==> src/design/pps_pkg.sv <==
// ----------------------------------------------------------------------------
// pps_pkg: shared types and constants of the price path step block
// Command format between front and back, register map, fixed-point constants
// and the reciprocal table used by the exp() polynomial.
// ----------------------------------------------------------------------------
package pps_pkg;

	// Register map, index = paddr[5:3]
	localparam logic [2:0] REG_MODEL_MODE     = 3'd0;
	localparam logic [2:0] REG_START_PRICE    = 3'd1;
	localparam logic [2:0] REG_DRIFT_COEF     = 3'd2;
	localparam logic [2:0] REG_DIFFUSION_COEF = 3'd3;
	localparam logic [2:0] REG_STEP_LIMIT     = 3'd4;

	localparam int unsigned PADDR_W = 6;
	localparam int unsigned PDATA_W = 64;

	// Fixed-point constants
	localparam logic [43:0]        PRICE_MAX  = 44'hFFF_FFFF_FFFF;
	localparam logic [43:0]        START_RST  = 44'd1677721600;
	localparam logic [31:0]        LN2_Q32    = 32'd2977044472;
	localparam logic [16:0]        RECIP_LN2  = 17'((64'd1 << 48) / 64'd2977044472);
	localparam logic signed [63:0] E_CLAMP    = 64'sh0000_0040_0000_0000;
	localparam logic [29:0]        ONE_Q28    = 30'd1 << 28;
	localparam logic [3:0]         POLY_TERMS = 4'd10;

	// Command queue
	localparam int unsigned QUEUE_DEPTH = 2;
	localparam int unsigned QPTR_W      = $clog2(QUEUE_DEPTH);

	typedef enum logic [1:0] {
		OP_RESTART,
		OP_STEP,
		OP_OVERRUN
	} cmd_op_t;

	typedef struct packed {
		cmd_op_t            op;
		logic signed [15:0] z;
		logic [15:0]        step_index;
		logic               last;
		logic               overrun;
	} cmd_t;

	typedef struct packed {
		logic full;
		logic empty;
	} q_status_t;

	typedef struct packed {
		logic        model_mode;
		logic [43:0] start_price;
		logic [47:0] drift_coef;
		logic [47:0] diffusion_coef;
		logic [15:0] step_limit;
	} cfg_t;

	// ceil(2^36 / n); exact floor division for dividends below 2^29.
	// n = 1 bypasses the multiply.
	function automatic logic [35:0] recip_n(input logic [3:0] n);
		logic [35:0] m;
		unique case (n)
			4'd2:    m = 36'd34359738368;
			4'd3:    m = 36'd22906492246;
			4'd4:    m = 36'd17179869184;
			4'd5:    m = 36'd13743895348;
			4'd6:    m = 36'd11453246123;
			4'd7:    m = 36'd9817068106;
			4'd8:    m = 36'd8589934592;
			4'd9:    m = 36'd7635497416;
			4'd10:   m = 36'd6871947674;
			default: m = 36'd0;
		endcase
		return m;
	endfunction

endpackage

==> src/design/pps_queue.sv <==
// ----------------------------------------------------------------------------
// pps_queue: command queue between front and back
// Small flop FIFO; head entry is visible while not empty.
// ----------------------------------------------------------------------------
module pps_queue (
	input  logic                 clk,
	input  logic                 arst_n,
	input  logic                 push,
	input  pps_pkg::cmd_t        push_cmd,
	input  logic                 pop,
	output pps_pkg::cmd_t        head,
	output pps_pkg::q_status_t   st
);

	localparam int unsigned CNT_W = $clog2(pps_pkg::QUEUE_DEPTH + 1);

	pps_pkg::cmd_t                entry_q [pps_pkg::QUEUE_DEPTH];
	logic [pps_pkg::QPTR_W-1:0]   wr_ptr_q;
	logic [pps_pkg::QPTR_W-1:0]   rd_ptr_q;
	logic [CNT_W-1:0]             count_q;

	assign head     = entry_q[rd_ptr_q];
	assign st.full  = (count_q == CNT_W'(pps_pkg::QUEUE_DEPTH));
	assign st.empty = (count_q == '0);

	// storage
	always_ff @(posedge clk) begin
		if (push) begin
			entry_q[wr_ptr_q] <= push_cmd;
		end
	end

	// pointers and fill count
	always_ff @(posedge clk or negedge arst_n) begin
		if (!arst_n) begin
			wr_ptr_q <= '0;
			rd_ptr_q <= '0;
			count_q  <= '0;
		end else begin
			if (push) begin
				wr_ptr_q <= (wr_ptr_q == pps_pkg::QPTR_W'(pps_pkg::QUEUE_DEPTH - 1)) ?
					'0 : wr_ptr_q + 1'b1;
			end
			if (pop) begin
				rd_ptr_q <= (rd_ptr_q == pps_pkg::QPTR_W'(pps_pkg::QUEUE_DEPTH - 1)) ?
					'0 : rd_ptr_q + 1'b1;
			end
			if (push && !pop) begin
				count_q <= count_q + 1'b1;
			end else if (pop && !push) begin
				count_q <= count_q - 1'b1;
			end
		end
	end

	a_no_overflow: assert property (@(posedge clk) disable iff (!arst_n)
		!(push && st.full && !pop))
		else $error("queue push while full");

	a_no_underflow: assert property (@(posedge clk) disable iff (!arst_n)
		!(pop && st.empty))
		else $error("queue pop while empty");

endmodule

==> config.mk <==
export PLATFORM = sky130hd
export DESIGN_NAME = pps_queue
export DESIGN_NICKNAME = d
export VERILOG_FILES = /design/src/design/pps_pkg.sv /design/src/design/pps_queue.sv
export SDC_FILE = /design/constraint.sdc
export NUM_CORES = 1
export LEC_CHECK = 0
export BUFFER_PORTS_ARGS = -buffer_cell sky130_fd_sc_hd__buf_4
export CELL_PAD_IN_SITES_DETAIL_PLACEMENT = 1
export CELL_PAD_IN_SITES_GLOBAL_PLACEMENT = 1
export CORE_ASPECT_RATIO = 2
export CORE_UTILIZATION = 49
export CTS_BUF_LIST = sky130_fd_sc_hd__clkbuf_8
export DETAILED_ROUTE_END_ITERATION = 10
export GPL_TIMING_DRIVEN = 0
export PLACE_DENSITY_LB_ADDON = 0.1
export SLEW_MARGIN = 10
export SYNTH_ARGS = -nofsm -noshare
export SYNTH_HDL_FRONTEND = slang
export SYNTH_SLANG_ARGS = --single-unit
==> constraint.sdc <==
create_clock -name clk -period 5.5 [get_ports clk]
set_input_delay 0.55 -clock clk [delete_from_list [all_inputs] [get_ports clk]]
set_output_delay 0.55 -clock clk [all_outputs]
set_load 0.03 [all_outputs]
==> impl_metrics.json <==
{
  "core_mm2": 0.00576,
  "cts_tree": "built",
  "multi_input_area_um2": 606,
  "hp-class": "primary input to register",
  "via_count": 1462,
  "root_buffer": "clkbuf_8",
  "p_comb_frac": 0.438,
  "finalCritPeriodShare": 0.371,
  "dr.pass1.iters": 7,
  "synth_cells": 128,
  "start_util": 0.510,
  "ys.flop_type": "edfxtp_1",
  "synthDistinctLibCells": 13,
  "dpl.hpwl_mm": 3.59,
  "grt_antenna_before_repair": 0,
  "path_clk_slew_ps": 70,
  "required_ps": 4950,
  "synthTopCellsByCount": "edfxtp_1, mux2_4, mux2_2",
  "antenna_cells": 0,
  "worst_clock_skew_ps": 3.71,
  "post-synth-top-count-cell": "edfxtp_1",
  "pwr-share-seq": 0.400,
  "synth_area_mm2": 0.00293,
  "final_nets": 259,
  "drtIter0Drc": 44,
  "rows": 39,
  "io_buffers": 77,
  "cp_max_fo": 10,
  "seqCellArea_mm2": 0.00226,
  "crit_end": "head[9]",
  "worst_slew_pin_slew_ps": 903,
  "max_freq_mhz": 490,
  "synth_edf_count": 72,
  "grt_pass1_vias": 1695,
  "die_area_mm2": 0.00632,
  "relSlewSlack": 0.398,
  "ys_ff_latch": 76,
  "status": "complete, but fails checks",
  "ioPinCount": 78,
  "syn_nets": 169,
  "r2r-start": "wr_ptr_q",
  "cp.arrival_ps": 1490,
  "ys_warn_count": 0,
  "finalHoldViolCount": 0,
  "insertion_delay_ps": 330,
  "async_flop_share": 0.0526,
  "via_per_inst": 5.15,
  "cts.sinks": 76,
  "setup-tns-final_ps": 0,
  "rsz0062_at_grt": "no",
  "p_sw_frac": 0.342,
  "clkPwrFrac": 0.162,
  "synth_area_leaders": "edfxtp_1, mux2_4, dfrtp_1",
  "drive_gt1_frac": 0.583,
  "final-max-slew-violation-count": 0,
  "max_cap_violations": 0,
  "wl_per_cell_um": 18.2,
  "htreeDepth": 3,
  "synth_area_per_cell_um2": 22.9,
  "place.gp.congestion": 0.671,
  "post_cts_buffers": 0,
  "power.switching_uw": 694,
  "synth_top_area_frac": 0.737,
  "crit_path_start_kind": "register",
  "power_density_mw_per_mm2": 537,
  "grt_overflow_total": 0,
  "cts.path.max_buffers": 2,
  "cts_hold_buffers": 1,
  "violations": "design-rule violations",
  "reg2reg_slack_ps": 3910,
  "final_util": 0.658,
  "endpoint_kind": "output pin",
  "crit_start": "rd_ptr_q",
  "grt.total_usage": 0.177,
  "drt-total-wl_mm": 5.16,
  "place_area_mm2": 0.00362,
  "fin_crit_ps": 2040,
  "p_leak_nw": 1.55,
  "synth_area_leader_cell": "edfxtp_1",
  "reg2regPathDepth": 1,
  "final_antenna_net_count": 0,
  "yosysSeqAreaShare": 0.771,
  "worst-setup-path-type": "register to output pin",
  "grt_pass1_wl_mm": 7.98,
  "fp.dieH_um": 111,
  "syn_to_final_growth_pct": 29.0,
  "setup_viol": 0,
  "cts_resized": 0,
  "cts-buffers-inserted": 9,
  "rr_endpoint": "entry_q[1][7]",
  "vdd_drop_max_v": 0.000424,
  "drc_errors": 10,
  "die_w_um": 56.7,
  "holdPathStages": 1,
  "grt_start_max_net_pins": 37,
  "intPower_mw": 1.34,
  "fin_area_mm2": 0.00379,
  "fillCellCount": 522
}
flip-flops by register name, indices dropped and copies added, names as in the netlist:
name and count:
rd_ptr_q 1, wr_ptr_q 1, entry_q 72, count_q 2
layout by cell type (no fill, tap or decap), drive strengths merged, types with 2 or more instances in the layout:
master,Yosys,final
mux2,36,36
inv,1,4
dfrtp,4,4
edfxtp,72,72
nor2b,2,2
clkinv,0,4
buf,4,82
xor2,4,4
clkbuf,0,9
nor2,2,2
how the worst min path moves through the flow:
| stage | start | end | slack, ps |
|---|---|---|---|
| after floorplan | arst_n | count_q[0] | 250 |
| after global placement | arst_n | rd_ptr_q | 350 |
| after detailed placement | arst_n | rd_ptr_q | 350 |
| after CTS | push_cmd[28] | entry_q[0][28] | 370 |
| after global routing | push_cmd[31] | entry_q[1][31] | 370 |
| final | push_cmd[32] | entry_q[0][32] | 400 |
through the flow:
stage,power (mW),hold slack [ps],std cells,worst slack (ps)
floorplan,1.44,254,128,2900
global placement,1.69,347,266,2080
detailed placement,1.73,349,267,3660
CTS,2.06,375,284,3430
global route,2.12,371,284,3400
finish,2.03,398,284,3460
layer usage:
layer  up-vias  wire [µm]  GRT usage
met4         0        109     0.0983
met3        12        245     0.0523
met2        46       3140      0.334
li1        674          -          -
met1       730       1670      0.159
met5         -          0          0
layout make-up:
class,instances,area share
clock inverters,7,0.00727
well taps,61,0.0202
plain buffers,4,0.0188
flip-flops and latches,76,0.597
clock buffers,9,0.0327
multi-input cells,47,0.160
repair buffers,79,0.163
inverters,1,0.000991
critical path, stage by stage, from the launching register on:
cell,delay (ps)
dfrtp_1,370
buf_6,160
buf_12,160
mux2_4,300
buf_4,170
kinds of logic (layout without fill, tap and decap cells):
group,after synthesis,count (layout),synth area share
adders and majority gates,1,1,0.00426
DFF,76,76,0.771
and+or+nand+nor,5,5,0.00896
muxes,36,36,0.175
xor gates and xnor gates,5,5,0.0149
buffers and inverters,5,100,0.0256
power by group through the flow:
stage / registers [mW] / logic, mW / clock network [mW]
global placement: 0.819 / 0.868 / 0
CTS: 0.815 / 0.906 / 0.343
global route: 0.823 / 0.930 / 0.365
finish: 0.813 / 0.891 / 0.329
detailed placement: 0.827 / 0.904 / 0
floorplan: 0.813 / 0.630 / 0
Note: power is estimated with default switching activity, not from simulation.
