==> config.mk <==
export PLATFORM = sky130hd
export DESIGN_NAME = pps_regs
export DESIGN_NICKNAME = d
export VERILOG_FILES = /design/src/design/pps_pkg.sv /design/src/design/pps_regs.sv
export SDC_FILE = /design/constraint.sdc
export NUM_CORES = 1
export LEC_CHECK = 0
export ABC_AREA = 1
export BUFFER_PORTS_ARGS = -buffer_cell sky130_fd_sc_hd__buf_4
export CAP_MARGIN = 20
export CORE_ASPECT_RATIO = 1.25
export CORE_MARGIN = 3
export CORE_UTILIZATION = 52
export DETAILED_ROUTE_END_ITERATION = 10
export PLACE_DENSITY = 0.86
export SLEW_MARGIN = 20
export SYNTH_ARGS = -nofsm -noshare
export SYNTH_HDL_FRONTEND = slang
export SYNTH_SLANG_ARGS = --single-unit
==> constraint.sdc <==
create_clock -name clk -period 2.39 [get_ports clk]
set_input_delay 0.239 -clock clk [delete_from_list [all_inputs] [get_ports clk]]
set_output_delay 0.239 -clock clk [all_outputs]
set_load 0.1 [all_outputs]
==> src/design/pps_pkg.sv <==
// ----------------------------------------------------------------------------
// pps_pkg: shared types and constants of the price path step block
// Command format between front and back, register map, fixed-point constants
// and the reciprocal table used by the exp() polynomial.
// ----------------------------------------------------------------------------
package pps_pkg;

	// Register map, index = paddr[5:3]
	localparam logic [2:0] REG_MODEL_MODE     = 3'd0;
	localparam logic [2:0] REG_START_PRICE    = 3'd1;
	localparam logic [2:0] REG_DRIFT_COEF     = 3'd2;
	localparam logic [2:0] REG_DIFFUSION_COEF = 3'd3;
	localparam logic [2:0] REG_STEP_LIMIT     = 3'd4;

	localparam int unsigned PADDR_W = 6;
	localparam int unsigned PDATA_W = 64;

	// Fixed-point constants
	localparam logic [43:0]        PRICE_MAX  = 44'hFFF_FFFF_FFFF;
	localparam logic [43:0]        START_RST  = 44'd1677721600;
	localparam logic [31:0]        LN2_Q32    = 32'd2977044472;
	localparam logic [16:0]        RECIP_LN2  = 17'((64'd1 << 48) / 64'd2977044472);
	localparam logic signed [63:0] E_CLAMP    = 64'sh0000_0040_0000_0000;
	localparam logic [29:0]        ONE_Q28    = 30'd1 << 28;
	localparam logic [3:0]         POLY_TERMS = 4'd10;

	// Command queue
	localparam int unsigned QUEUE_DEPTH = 2;
	localparam int unsigned QPTR_W      = $clog2(QUEUE_DEPTH);

	typedef enum logic [1:0] {
		OP_RESTART,
		OP_STEP,
		OP_OVERRUN
	} cmd_op_t;

	typedef struct packed {
		cmd_op_t            op;
		logic signed [15:0] z;
		logic [15:0]        step_index;
		logic               last;
		logic               overrun;
	} cmd_t;

	typedef struct packed {
		logic full;
		logic empty;
	} q_status_t;

	typedef struct packed {
		logic        model_mode;
		logic [43:0] start_price;
		logic [47:0] drift_coef;
		logic [47:0] diffusion_coef;
		logic [15:0] step_limit;
	} cfg_t;

	// ceil(2^36 / n); exact floor division for dividends below 2^29.
	// n = 1 bypasses the multiply.
	function automatic logic [35:0] recip_n(input logic [3:0] n);
		logic [35:0] m;
		unique case (n)
			4'd2:    m = 36'd34359738368;
			4'd3:    m = 36'd22906492246;
			4'd4:    m = 36'd17179869184;
			4'd5:    m = 36'd13743895348;
			4'd6:    m = 36'd11453246123;
			4'd7:    m = 36'd9817068106;
			4'd8:    m = 36'd8589934592;
			4'd9:    m = 36'd7635497416;
			4'd10:   m = 36'd6871947674;
			default: m = 36'd0;
		endcase
		return m;
	endfunction

endpackage

==> src/design/pps_regs.sv <==
// ----------------------------------------------------------------------------
// pps_regs: configuration registers
// APB write/read of mode, start price, coefficients and step limit.
// ----------------------------------------------------------------------------
module pps_regs (
	input  logic                          clk,
	input  logic                          arst_n,
	input  logic                          psel,
	input  logic                          penable,
	input  logic                          pwrite,
	input  logic [pps_pkg::PADDR_W-1:0]   paddr,
	input  logic [pps_pkg::PDATA_W-1:0]   pwdata,
	output logic [pps_pkg::PDATA_W-1:0]   prdata,
	output logic                          pready,
	output pps_pkg::cfg_t                 cfg
);

	pps_pkg::cfg_t cfg_q;
	logic [2:0]    idx;
	logic          wr_en;

	assign idx    = paddr[5:3];
	assign wr_en  = psel & penable & pwrite;
	assign pready = 1'b1;
	assign cfg    = cfg_q;

	// register writes
	always_ff @(posedge clk or negedge arst_n) begin
		if (!arst_n) begin
			cfg_q.model_mode     <= 1'b0;
			cfg_q.start_price    <= pps_pkg::START_RST;
			cfg_q.drift_coef     <= '0;
			cfg_q.diffusion_coef <= '0;
			cfg_q.step_limit     <= 16'd1;
		end else if (wr_en) begin
			unique case (idx)
				pps_pkg::REG_MODEL_MODE:     cfg_q.model_mode     <= pwdata[0];
				pps_pkg::REG_START_PRICE:    cfg_q.start_price    <= pwdata[43:0];
				pps_pkg::REG_DRIFT_COEF:     cfg_q.drift_coef     <= pwdata[47:0];
				pps_pkg::REG_DIFFUSION_COEF: cfg_q.diffusion_coef <= pwdata[47:0];
				pps_pkg::REG_STEP_LIMIT:     cfg_q.step_limit     <= pwdata[15:0];
				default: ;
			endcase
		end
	end

	// read mux
	always_comb begin
		unique case (idx)
			pps_pkg::REG_MODEL_MODE:     prdata = {63'd0, cfg_q.model_mode};
			pps_pkg::REG_START_PRICE:    prdata = {20'd0, cfg_q.start_price};
			pps_pkg::REG_DRIFT_COEF:     prdata = {16'd0, cfg_q.drift_coef};
			pps_pkg::REG_DIFFUSION_COEF: prdata = {16'd0, cfg_q.diffusion_coef};
			pps_pkg::REG_STEP_LIMIT:     prdata = {48'd0, cfg_q.step_limit};
			default:                     prdata = '0;
		endcase
	end

endmodule

==> metrics.md <==
| Metric | Value |
|---|---|
| Status | `complete, no violations` |
| Final HPWL DP | `around 15000 µm` |
| HP Class | `in2reg` |
| Antenna violations before repair | `0` |
| Gr ovfl total | `0` |
| Crit Path Class | `in2out` |
| Async set or reset register ratio after synthesis | `1.00` |
| Clock root buffer | `clkbuf_16` |
| 1st-pass router iterations | `5` |
| Vias | `7016` |
| CP delay by family, top | `buffers and inverters` |
| First-pass GRT wire length | `roughly 34000 µm` |
| Fillers | `roughly 1000` |
| Most used cell, CP | `buf_4` |
| Pin count of the biggest net entering global routing | `between 80 and 90` |
| Final max-slew violation count | `0` |
| N_diodes | `0` |
| Seq cells post-synth | `about 160` |
| Number of synthesized flops with an enable pin | `0` |
| Sequential element share of the synthesized area | `0.547` |
| Synth top area share | `0.532` |
| Top cell type by total area after synthesis | `dfrtp_1` |
| Share of layout cells above drive strength 1 | `0.279` |
| Max Cap Viol | `0` |
| Top FF cell, synth | `dfrtp_1` |
| Min-delay src | `pwdata[34]` |
| CTS tree | `built` |
| Buf/Inv on CP | `3` |
| RSZ-0062 raised after global routing | `no` |
| GP Congestion | `about 0.84` |
| Drt first-iter violations | `between 400 and 500` |
| Period utilization | `0.813` |
| Clk sinks | `around 160` |
| Total wire length | `~22000 µm` |
| All-Layer GR Usage | `0.279` |
| Die Ht | `around 140 µm` |
| Crit. End Element | `primary output` |
| Reg-to-reg startpoint | `cfg[142]$_DFFE_PN1P_` |
| Critical Path Start | `paddr[4]` |
| Pwr Total | `about 13000 µW` |
| Crit-path max cell delay | `0.46 ns` |
| Post-Syn Area | `around 7000 µm²` |
| PortBufs | `260` |
| Max Fclk | `~500 MHz` |
| Number of global-route vias before repair | `6737` |
| Cell breakdown of the critical path | `buf_4 -> nand3_2 -> inv_2 -> nand2_1 -> nand3_1 -> buf_4` |
| Die Area | `about 15000 µm²` |
| Synth warn | `0` |
| Total Nets Final | `approximately 1200` |
| Critical Path RT | `around 2.2 ns` |
| Clk_skew | `0 ns` |
| Crit path DAT | `about 1.7 ns` |
| Rel. slew slack | `0.402` |
| Post-layout util | `0.738` |
| Cell Count, Final, Fillers Out | `around 1300` |
| Io pins | `between 200 and 300` |
| H-tree depth | `4` |
| Met1 usage | `0.340` |
| Post-detailed-route DRC marker count | `0` |
| Postcts setup bufs | `0` |
| Core area | `~13000 µm²` |
| Num CTS Buffers | `17` |
| CP Launch Type | `primary input` |
| Gr busiest metal | `met2` |
| Final hold viol count | `0` |
| Clock Path Buffers | `2` |
| Placement row count | `47` |
| Initial core utilization | `0.536` |
| Dpl cells | `about 1300` |
| Met3 usage | `0.0624` |
| Post-DRT Antenna Nets | `0` |
| Mapped Cells | `907` |
| Vias per cell | `approximately 5.3` |
| Measured slew at the worst slew-check pin | `about 0.90 ns` |
| Synthesis-to-finish area growth | `37.6%` |
| Wire length per cell | `roughly 16 µm` |
| Netlist cell types | `20` |
| Min Tclk post-route | `1.94 ns` |
| Area contributors post-synth | `dfrtp_1, nand2_1, o21ai_0` |
| Pwr Density | `between 1000 and 1500 nW/µm²` |
| Syn avg cell area | `a little under 8 µm²` |
| Chip width | `111 µm` |
| Worst skew pair latency | `~0.4 ns` |
| Slowest stage cell, crit path | `inv_2` |
| Clock transition at path regs | `about 0.070 ns` |
| Setup TNS | `0 ns` |
| Grt met2 use | `0.489` |
| Crit-path max FO | `28` |
| Top cells by count, synth | `nand2_1, dfrtp_1, o21ai_0` |
| Leak | `roughly 0.0054 µW` |
| Most frequent cell after synthesis | `nand2_1` |
| Endpoints failing setup | `0` |
| Largest register FFs | `157` |
| Reg2Reg Setup Slack | `between 1.5 and 2 ns` |
| Max VDD drop | `between 0.0007 and 0.0008 V` |
path summary, 6_finish.rpt:
check	endpoint	depth (start not counted)
hold / removal	cfg[50]$_DFFE_PN0P_	3
setup reg to reg	cfg[142]$_DFFE_PN1P_	2
min in group asynchronous	cfg[91]$_DFFE_PN0P_	2
setup / recovery	prdata[21]	6
max in group asynchronous	cfg[75]$_DFFE_PN0P_	3
hold reg to reg	cfg[138]$_DFFE_PN1P_	2
layout by cell type, fill, tap and decap left out:
cell type	count
buf_12	4
buf_4	272
buf_6	1
bufinv_16	4
clkbuf_1	2
clkbuf_16	17
clkinv_2	3
clkinv_4	2
clkinvlp_4	1
conb_1	17
dfrtp_1	153
dfstp_2	4
dlygate4sd3_1	1
inv_1	96
inv_2	2
inv_6	3
nand2_1	328
nand2_2	1
nand2_4	1
nand3_1	52
nand3_2	1
nand4_1	17
nor2_1	2
nor2_2	1
nor2_4	1
nor3_2	1
nor3_4	1
o21ai_0	146
o21ai_1	22
o21ai_2	4
final cells by class:
class                      count  area [µm²]  area share
tap                          171         214      0.0216
multi-input combinational    595        2620       0.264
inverter                      98         368      0.0372
timing repair buffer         278        2140       0.217
clock inverter                13         186      0.0188
clock buffer                  19         433      0.0438
sequential                   157        3930       0.398
logic make-up after synthesis:
logic type             share of synthesized area
other                                    0.00104
DFF                                        0.547
buffers and inverters                      0.103
and+or+nand+nor                            0.230
AOI/OAI and AO/OA                          0.120
worst register-to-register path: cells and delay by family (launching register included):
kind / cells / cell delay, ns
AO/OA/AOI/OAI: 1 / 0.11
AND/OR/NAND/NOR: 1 / 0.05
flip-flops: 1 / 0.56
through the flow:
stage,cell area (µm²),setup WS [ns],hold WS (ns)
after CTS,9890,0.439,0.0155
after floorplan,7260,0.224,-0.0566
after global routing,9890,0.329,0.0315
after detailed placement,9270,0.452,0.246
final,9890,0.447,0.0274
after global placement,9270,0.462,0.245
repair_timing:
item                      CTS  global route
hold endpoints to repair   55             0
resized for setup           0             0
hold buffers                1             0
per-layer routing:
| metal | wire (µm) | vias up |
|---|---|---|
| met4 | 665 | 0 |
| li1 | - | 3306 |
| met1 | 8340 | 3321 |
| met2 | 11000 | 340 |
| met3 | 1770 | 49 |
| met5 | 0 | - |
power by group:
part	internal, µW	total (µW)	switching, µW
Sequential	3180	3630	453
Combinational	1070	6360	5290
Clock	1760	2860	1100
Total	6010	12900	6850
Power figures use the tool's default switching activity.
