[config.mk]
export PLATFORM = sky130hd
export DESIGN_NAME = pps_front_flat
export DESIGN_NICKNAME = d
export VERILOG_FILES = /design/src/design/pps_pkg.sv /design/src/design/pps_if.sv /design/src/design/pps_front.sv /design/src/flat_wrapper.sv
export SDC_FILE = /design/constraint.sdc
export NUM_CORES = 1
export LEC_CHECK = 0
export BUFFER_PORTS_ARGS = -buffer_cell sky130_fd_sc_hd__buf_2
export CAP_MARGIN = 20
export CORE_ASPECT_RATIO = 1.5
export CORE_MARGIN = 2
export CORE_UTILIZATION = 45
export CTS_BUF_LIST = sky130_fd_sc_hd__clkbuf_2 sky130_fd_sc_hd__clkbuf_4 sky130_fd_sc_hd__clkbuf_8
export CTS_CLUSTER_DIAMETER = 60
export DETAILED_ROUTE_END_ITERATION = 7
export PLACE_DENSITY = 0.76
export SYNTH_ARGS = -nofsm -noshare
export SYNTH_HDL_FRONTEND = slang
export SYNTH_SLANG_ARGS = --single-unit
export TNS_END_PERCENT = 1
[constraint.sdc]
create_clock -name clk -period 3.4 [get_ports clk]
set_clock_uncertainty 0.2 [all_clocks]
set_input_delay 0.51 -clock clk [delete_from_list [all_inputs] [get_ports clk]]
set_output_delay 0.51 -clock clk [all_outputs]
set_load 0.01 [all_outputs]
[src/design/pps_pkg.sv]
// ----------------------------------------------------------------------------
// pps_pkg: shared types and constants of the price path step block
// Command format between front and back, register map, fixed-point constants
// and the reciprocal table used by the exp() polynomial.
// ----------------------------------------------------------------------------
package pps_pkg;

	// Register map, index = paddr[5:3]
	localparam logic [2:0] REG_MODEL_MODE     = 3'd0;
	localparam logic [2:0] REG_START_PRICE    = 3'd1;
	localparam logic [2:0] REG_DRIFT_COEF     = 3'd2;
	localparam logic [2:0] REG_DIFFUSION_COEF = 3'd3;
	localparam logic [2:0] REG_STEP_LIMIT     = 3'd4;

	localparam int unsigned PADDR_W = 6;
	localparam int unsigned PDATA_W = 64;

	// Fixed-point constants
	localparam logic [43:0]        PRICE_MAX  = 44'hFFF_FFFF_FFFF;
	localparam logic [43:0]        START_RST  = 44'd1677721600;
	localparam logic [31:0]        LN2_Q32    = 32'd2977044472;
	localparam logic [16:0]        RECIP_LN2  = 17'((64'd1 << 48) / 64'd2977044472);
	localparam logic signed [63:0] E_CLAMP    = 64'sh0000_0040_0000_0000;
	localparam logic [29:0]        ONE_Q28    = 30'd1 << 28;
	localparam logic [3:0]         POLY_TERMS = 4'd10;

	// Command queue
	localparam int unsigned QUEUE_DEPTH = 2;
	localparam int unsigned QPTR_W      = $clog2(QUEUE_DEPTH);

	typedef enum logic [1:0] {
		OP_RESTART,
		OP_STEP,
		OP_OVERRUN
	} cmd_op_t;

	typedef struct packed {
		cmd_op_t            op;
		logic signed [15:0] z;
		logic [15:0]        step_index;
		logic               last;
		logic               overrun;
	} cmd_t;

	typedef struct packed {
		logic full;
		logic empty;
	} q_status_t;

	typedef struct packed {
		logic        model_mode;
		logic [43:0] start_price;
		logic [47:0] drift_coef;
		logic [47:0] diffusion_coef;
		logic [15:0] step_limit;
	} cfg_t;

	// ceil(2^36 / n); exact floor division for dividends below 2^29.
	// n = 1 bypasses the multiply.
	function automatic logic [35:0] recip_n(input logic [3:0] n);
		logic [35:0] m;
		unique case (n)
			4'd2:    m = 36'd34359738368;
			4'd3:    m = 36'd22906492246;
			4'd4:    m = 36'd17179869184;
			4'd5:    m = 36'd13743895348;
			4'd6:    m = 36'd11453246123;
			4'd7:    m = 36'd9817068106;
			4'd8:    m = 36'd8589934592;
			4'd9:    m = 36'd7635497416;
			4'd10:   m = 36'd6871947674;
			default: m = 36'd0;
		endcase
		return m;
	endfunction

endpackage

[src/design/pps_if.sv]
// ----------------------------------------------------------------------------
// pps_if: stream channels of the price path step block
// Sample channel (restart or step) and result channel (price and status).
// ----------------------------------------------------------------------------
interface pps_sample_if;
	logic               valid;
	logic               ready;
	logic               kind;
	logic signed [15:0] z;

	modport source (output valid, output kind, output z, input ready);
	modport sink   (input valid, input kind, input z, output ready);
endinterface


[src/design/pps_front.sv]
// ----------------------------------------------------------------------------
// pps_front: sample intake and classification
// Tracks the step count, sorts each sample into restart, step or overrun
// and fills in the result status fields before queueing it.
// ----------------------------------------------------------------------------
module pps_front (
	input  logic                  clk,
	input  logic                  arst_n,
	pps_sample_if.sink            sample,
	input  logic [15:0]           step_limit,
	input  pps_pkg::q_status_t    q_st,
	output logic                  push,
	output pps_pkg::cmd_t         cmd
);

	logic [15:0] step_count_q;
	logic [15:0] count_inc;
	logic [15:0] count_next;

	assign sample.ready = ~q_st.full;
	assign push         = sample.valid & ~q_st.full;
	assign count_inc    = step_count_q + 16'd1;

	// classify
	always_comb begin
		cmd.z = sample.z;
		if (!sample.kind) begin
			cmd.op         = pps_pkg::OP_RESTART;
			cmd.step_index = 16'd0;
			cmd.last       = (step_limit == 16'd0);
			cmd.overrun    = 1'b0;
			count_next     = 16'd0;
		end else if (step_count_q >= step_limit) begin
			cmd.op         = pps_pkg::OP_OVERRUN;
			cmd.step_index = step_count_q;
			cmd.last       = (step_count_q == step_limit);
			cmd.overrun    = 1'b1;
			count_next     = step_count_q;
		end else begin
			cmd.op         = pps_pkg::OP_STEP;
			cmd.step_index = count_inc;
			cmd.last       = (count_inc == step_limit);
			cmd.overrun    = 1'b0;
			count_next     = count_inc;
		end
	end

	// step counter
	always_ff @(posedge clk or negedge arst_n) begin
		if (!arst_n) begin
			step_count_q <= '0;
		end else if (push) begin
			step_count_q <= count_next;
		end
	end

endmodule

[src/flat_wrapper.sv]
// flat-port wrapper written by rule: the top's interface ports become plain ports
module pps_front_flat 
  (clk, arst_n, step_limit, q_st, push, cmd, sample_valid, sample_kind, sample_z, sample_ready);
  pps_sample_if sample_i ();
  input  logic clk;
  input  logic arst_n;
  input  logic [15:0] step_limit;
  input  pps_pkg::q_status_t q_st;
  output logic push;
  output pps_pkg::cmd_t cmd;
  input wire logic [$bits(sample_i.valid)-1:0] sample_valid;
  input wire logic [$bits(sample_i.kind)-1:0] sample_kind;
  input wire logic [$bits(sample_i.z)-1:0] sample_z;
  output wire logic [$bits(sample_i.ready)-1:0] sample_ready;
  assign sample_i.valid = sample_valid;
  assign sample_i.kind = sample_kind;
  assign sample_i.z = sample_z;
  assign sample_ready = sample_i.ready;
  pps_front u_core (.clk(clk), .arst_n(arst_n), .sample(sample_i), .step_limit(step_limit), .q_st(q_st), .push(push), .cmd(cmd));
endmodule
==> impl_metrics.json, run 1 <==
{
  "max_stage_delay_ns": 0.43,
  "final_cells": 416,
  "crit_fanout": 7,
  "cp.required_ns": 2.69,
  "drv_cap": 0,
  "cts_buffer_depth": 2,
  "timing.final.crit_share": 0.982,
  "synth_area_mm2": 0.00265,
  "min_from": "u_core.step_count_q[0]$_DFFE_PN0P_",
  "wirelength_um": 7240,
  "final_cell_area_mm2": 0.00300,
  "grt_max_degree": 41,
  "ys_warn_count": 0,
  "setup_tns_ns": 0,
  "crit_type": "reg2out",
  "r2r_end": "u_core.step_count_q[13]$_DFFE_PN0P_",
  "ir_worst_vdd_mv": 0.137,
  "synth_edf_count": 0,
  "drive_above_1_share": 0.302,
  "core_mm2": 0.00574,
  "syn_nets": 367,
  "pre_cts_slack_ns": 0.0411,
  "die_y_um": 97.9,
  "total_power_w": 0.000839,
  "fillCellCount": 566,
  "dieArea_mm2": 0.00652,
  "largest_reg_flops": 16,
  "cp.arrival_ns": 2.63,
  "synthFlopType": "dfrtp_1",
  "p_leak_nw": 1.35,
  "die_width_um": 66.6,
  "grt_pass1_wl_um": 11900,
  "fin_crit_ns": 3.34,
  "ctsHtreeMaxLevel": 1,
  "maxSlewViolCount": 0,
  "place_hpwl_um": 5780,
  "status": "finished clean",
  "drt_iter0_drc": 109,
  "finalWorstSetupSlack_ns": 0.0622,
  "synth.distinct_cells": 53,
  "top_regs": "u_core.step_count_q (16)",
  "grtUsageTotal": 0.235,
  "regMostFlops": "u_core.step_count_q",
  "place.port_buffers": 42,
  "slew_headroom": 0.607,
  "gp_congestion": 0.958,
  "cts.sinks": 16,
  "grt-ovfl-total": 0,
  "area_delta_synth_final_pct": 13.3,
  "dr.pass1.iters": 4,
  "ant_nets": 0,
  "insertion_delay_ns": 0.26,
  "hold_class": "reg2reg",
  "slowest_stage": "dfrtp_2",
  "rows": 34,
  "antenna_found_initial": 0,
  "yosysSeqAreaShare": 0.151,
  "routedWlPerCell_um": 17.4,
  "end_kind": "output port",
  "n_antenna_cell": 0,
  "dpl_cell_area_mm2": 0.00289,
  "cts_inserted_buffers": 3,
  "powerDensity_mw_per_mm2": 280,
  "max_freq_mhz": 300,
  "r2r_slack_ns": 0.61,
  "drt-vias-per-instance": 5.84,
  "clkSlewWorstSetupHoldPaths_ns": 0.07,
  "cp_top_family": "buffers and inverters",
  "root_buffer": "clkbuf_8",
  "rsz0062_at_grt": "true",
  "async_flop_share": 1.00,
  "worst-path-buf-inv": 4,
  "drc": 0,
  "timing.rr.start": "u_core.step_count_q[0]$_DFFE_PN0P_",
  "worstMarginPinSlew_ns": 0.589,
  "initial_core_util": 0.461,
  "reg2reg_depth": 9,
  "finalSetupViolCount": 0,
  "holdPathStages": 2,
  "dp_cells": 411,
  "worstSetupStartpointType": "flop",
  "ys_ff_latch": 16,
  "dr_total_vias": 2430,
  "crit_chain": "inv_1, ha_1, nand2b_1, a2111o_1, o211ai_2, buf_6, buf_4, nand4_4, xnor2_1, and2_1, buf_2",
  "min_to": "u_core.step_count_q[0]$_DFFE_PN0P_",
  "finalNetCount": 401,
  "cts_tree": "built",
  "hold_viol": 0,
  "netlist_instances": 312,
  "first_global_vias": 2482,
  "ios": 76,
  "avgSynthCellArea_um2": 8.48
}
==> stage by stage <==
step / hold WS (ns) / utilization
after floorplan: 0.0144 / -
after global placement: 0.273 / 0.503
after detailed placement: 0.277 / 0.503
after CTS: 0.437 / 0.514
after global routing: 0.449 / 0.522
final: 0.435 / 0.522
==> report_power, final <==
group | total [W] | switching [W] | internal, W
combinational | 0.000402 | 0.000216 | 0.000187
clock | 0.000158 | 0.0000791 | 0.0000789
sequential | 0.000279 | 0.0000613 | 0.000217
==> logic make-up after synthesis <==
family,after synthesis,share of synthesized area
AO/OA/AOI/OAI,56,0.165
AND/OR/NAND/NOR,119,0.325
buffers and inverters,62,0.129
flip-flops,16,0.151
XOR/XNOR,30,0.0993
adder cells (fa/ha/maj),17,0.0804
multiplexers,12,0.0501
==> Yosys cell counts, drive strengths merged (4+ instances only) <==
master	instances	area (µm²)
buf	27	209
and3	5	31.3
a21boi	5	37.5
xnor2	27	236
nand2	16	60.1
clkbuf	13	48.8
nor4	9	114
mux2	10	113
ha	17	213
a21oi	9	45.0
nor2	21	78.8
nand4	20	279
a22o	11	96.3
o21ai	7	35.0
o211ai	4	35.0
and2	14	87.6
nor3	6	30.0
dfrtp	16	400
inv	22	82.6
nand3	16	92.6
==> layout by cell type (no fill, tap or decap), types with 4 or more instances in the layout <==
master,instances
nor3_1,4
ha_1,16
and2_1,14
nand3_1,15
a22o_1,11
xnor2_1,26
buf_2,42
nor2_1,21
inv_1,22
dfrtp_1,12
dfrtp_2,4
mux2_1,9
nor4_1,4
nor4_4,5
a21boi_0,4
a21oi_1,9
nand4_1,8
nand4_4,9
buf_4,24
and3_1,4
o21ai_0,6
nand2_1,15
==> timing repair <==
| item | in CTS | in global routing |
|---|---|---|
| hold buffers | 1 | 0 |
| setup endpoints to repair | 6 | 14 |
| buffers inserted | 0 | 1 |
| gates resized for setup | 3 | 12 |
| pin swaps | 0 | 3 |
| hold endpoints to repair | 8 | 0 |
==> metal layers <==
layer  up-vias  GRT usage  share of wire  wire length [µm]
li1       1169          -              -                 -
met1      1168      0.279           0.39              2840
met2        72      0.418           0.53              3830
met3        21     0.0173          0.043               314
met4         0      0.104          0.036               263
met5         -          0              0                 0
==> cell type report <==
cell class	instances	area (µm²)	share of cell area
Inverter	22	82.6	0.0275
Sequential cell	16	405	0.135
Timing Repair Buffer	69	432	0.144
Clock buffer	3	41.3	0.0138
Tap cell	72	90.1	0.0301
Multi-Input combinational cell	234	1950	0.649
==> worst min-delay path, cell delays in order (launching register included) <==
cell	delay [ns]
dfrtp_2	0.43
nor2_1	0.06
o2bb2ai_1	0.11
==> how the worst max path moves through the flow <==
stage	from	end	slack, ns	depth (start not counted)
2_1_floorplan	step_limit[0]	cmd[13]	0.36	7
3_3_place_gp	step_limit[15]	cmd[10]	0.09	12
3_5_place_dp	step_limit[15]	cmd[10]	0.04	12
4_1_cts	u_core.step_count_q[0]$_DFFE_PN0P_	cmd[13]	0.003	9
5_1_grt	u_core.step_count_q[0]$_DFFE_PN0P_	cmd[10]	-0.06	11
6_report	u_core.step_count_q[0]$_DFFE_PN0P_	cmd[10]	0.06	11
Power figures use the tool's default switching activity.
==> inputs of run 2 (changes only) <==
--- a/config.mk
+++ b/config.mk
@@ -14,6 +14,7 @@
 export CTS_CLUSTER_DIAMETER = 60
 export DETAILED_ROUTE_END_ITERATION = 7
 export PLACE_DENSITY = 0.76
+export SETUP_SLACK_MARGIN = 0.3
 export SYNTH_ARGS = -nofsm -noshare
 export SYNTH_HDL_FRONTEND = slang
 export SYNTH_SLANG_ARGS = --single-unit
==> impl_metrics.json, run 2 (same netlist as run 1, synthesis figures left out) <==
{
  "layout_commonest_cell": "buf_2",
  "drive_above_1_share": 0.387,
  "final_util": 0.580,
  "finalNetCount": 419,
  "rsz0062_at_grt": "true",
  "place_hpwl_um": 5780,
  "area_delta_synth_final_pct": 25.9,
  "cts.sinks": 16,
  "routedWlPerCell_um": 18.1,
  "end_kind": "output port",
  "core_mm2": 0.00574,
  "grt_max_degree": 41,
  "worstSetupStartpointType": "flop",
  "top_regs": "u_core.step_count_q (16)",
  "grt-ovfl-total": 0,
  "ant_nets": 0,
  "startpoint": "u_core.step_count_q[0]$_DFFE_PN0P_",
  "grtUsageTotal": 0.247,
  "grt_pass1_wl_um": 12600,
  "initial_core_util": 0.461,
  "powerDensity_mw_per_mm2": 280,
  "drt-vias-per-instance": 5.91,
  "gp_congestion": 0.958,
  "timing.final.crit_share": 0.939,
  "crit_fanout": 7,
  "dr.pass1.iters": 4,
  "hold_class": "reg2reg",
  "n_antenna_cell": 0,
  "min_from": "u_core.step_count_q[1]$_DFFE_PN0P_",
  "p_leak_nw": 1.46,
  "maxSlewViolCount": 0,
  "drc": 0,
  "regMostFlops": "u_core.step_count_q",
  "clkSlewWorstSetupHoldPaths_ns": 0.08,
  "dr_total_vias": 2564,
  "rows": 34,
  "cp.arrival_ns": 2.48,
  "layout_common_cells": "buf_2 (42), buf_4 (36), xnor2_1 (26)",
  "ir_worst_vdd_mv": 0.150,
  "drv_cap": 0,
  "wirelength_um": 7880,
  "insertion_delay_ns": 0.26,
  "cp.required_ns": 2.69,
  "cts_buffer_depth": 2,
  "status": "finished clean",
  "slew_headroom": 0.614,
  "place.port_buffers": 42,
  "ctsHtreeMaxLevel": 1,
  "cts_tree": "built",
  "finalSetupViolCount": 0,
  "fin_worst_hold_slack_ns": 0.469,
  "die_width_um": 66.6,
  "drt_iter0_drc": 174,
  "crit_type": "reg2out",
  "antenna_found_initial": 0,
  "dieArea_mm2": 0.00652,
  "worstMarginPinSlew_ns": 0.578,
  "timing.rr.start": "u_core.step_count_q[11]$_DFFE_PN0P_",
  "first_global_vias": 2587,
  "root_buffer": "clkbuf_8",
  "setup_tns_ns": 0,
  "max_freq_mhz": 313,
  "hold_viol": 0,
  "die_y_um": 97.9,
  "fin_crit_ns": 3.19,
  "fillCellCount": 538,
  "cts_inserted_buffers": 3,
  "largest_reg_flops": 16,
  "ios": 76
}
==> run 2: changes by cell type in the layout (fill, tap and decap cells not counted), moves of 4 or more <==
cell	previous run	this run
dfrtp_2	4	8
dfrtp_1	12	8
ha_1	16	10
buf_4	24	36
buf_6	1	6
ha_4	0	7
==> run 2: where the power goes <==
part	internal [W]	leakage, nW	switching [W]
clock network	0.0000789	0.0216	0.0000788
logic	0.000240	1.25	0.000267
registers	0.000220	0.193	0.0000464
total	0.000539	1.46	0.000392
==> run 2: worst paths after layout <==
path	end	slack, ns	cells after the start
setup / recovery	cmd[13]	0.21	10
hold / removal	u_core.step_count_q[1]$_DFFE_PN0P_	0.47	2
setup reg to reg	u_core.step_count_q[10]$_DFFE_PN0P_	0.77	9
hold reg to reg	u_core.step_count_q[1]$_DFFE_PN0P_	0.47	2
max in group asynchronous	u_core.step_count_q[4]$_DFFE_PN0P_	2.15	2
min in group asynchronous	u_core.step_count_q[10]$_DFFE_PN0P_	0.52	2
==> run 2: per-stage QoR <==
step	area, µm²	instances	worst slack (ns)	power [W]
6_report	3330	434	0.207	0.000931
5_1_grt	3330	434	0.105	0.000993
4_1_cts	3180	429	0.252	0.000895
3_5_place_dp	2890	411	0.0411	0.000675
3_3_place_gp	2890	411	0.0882	0.000655
2_1_floorplan	2650	312	0.361	0.000575
==> run 2: layout make-up <==
type | count | area, µm² | area share
Clock buffer | 3 | 41.3 | 0.0124
Multi-Input combinational cell | 234 | 2100 | 0.631
Tap cell | 72 | 90.1 | 0.0271
Sequential cell | 16 | 410 | 0.123
Timing Repair Buffer | 87 | 606 | 0.182
Inverter | 22 | 82.6 | 0.0248
==> run 2: critical path: stages, from the launching register on <==
cell and delay (ns):
dfrtp_2 0.41, inv_2 0.08, ha_4 0.20, nand2b_1 0.14, a2111o_1 0.40, o211ai_4 0.15, buf_6 0.19, nand3_4 0.11
o21ai_0 0.31, a21boi_2 0.09, buf_2 0.14
==> run 2: what timing repair did <==
| action | CTS | global route |
|---|---|---|
| gates cloned | 1 | 0 |
| gates resized for setup | 28 | 17 |
| pin swaps | 12 | 9 |
| setup buffers | 13 | 5 |
| endpoints found under the hold margin | 8 | 0 |
| hold buffers | 1 | 0 |
| setup endpoints to repair | 20 | 18 |
==> run 2: per-layer routing <==
layer / up-vias / global-route usage / part of all wire / wire [µm]
met1: 1227 / 0.292 / 0.38 / 2990
met3: 31 / 0.0196 / 0.046 / 364
li1: 1206 / - / - / -
met5: - / 0 / 0 / 0
met2: 100 / 0.435 / 0.53 / 4160
met4: 0 / 0.124 / 0.046 / 362
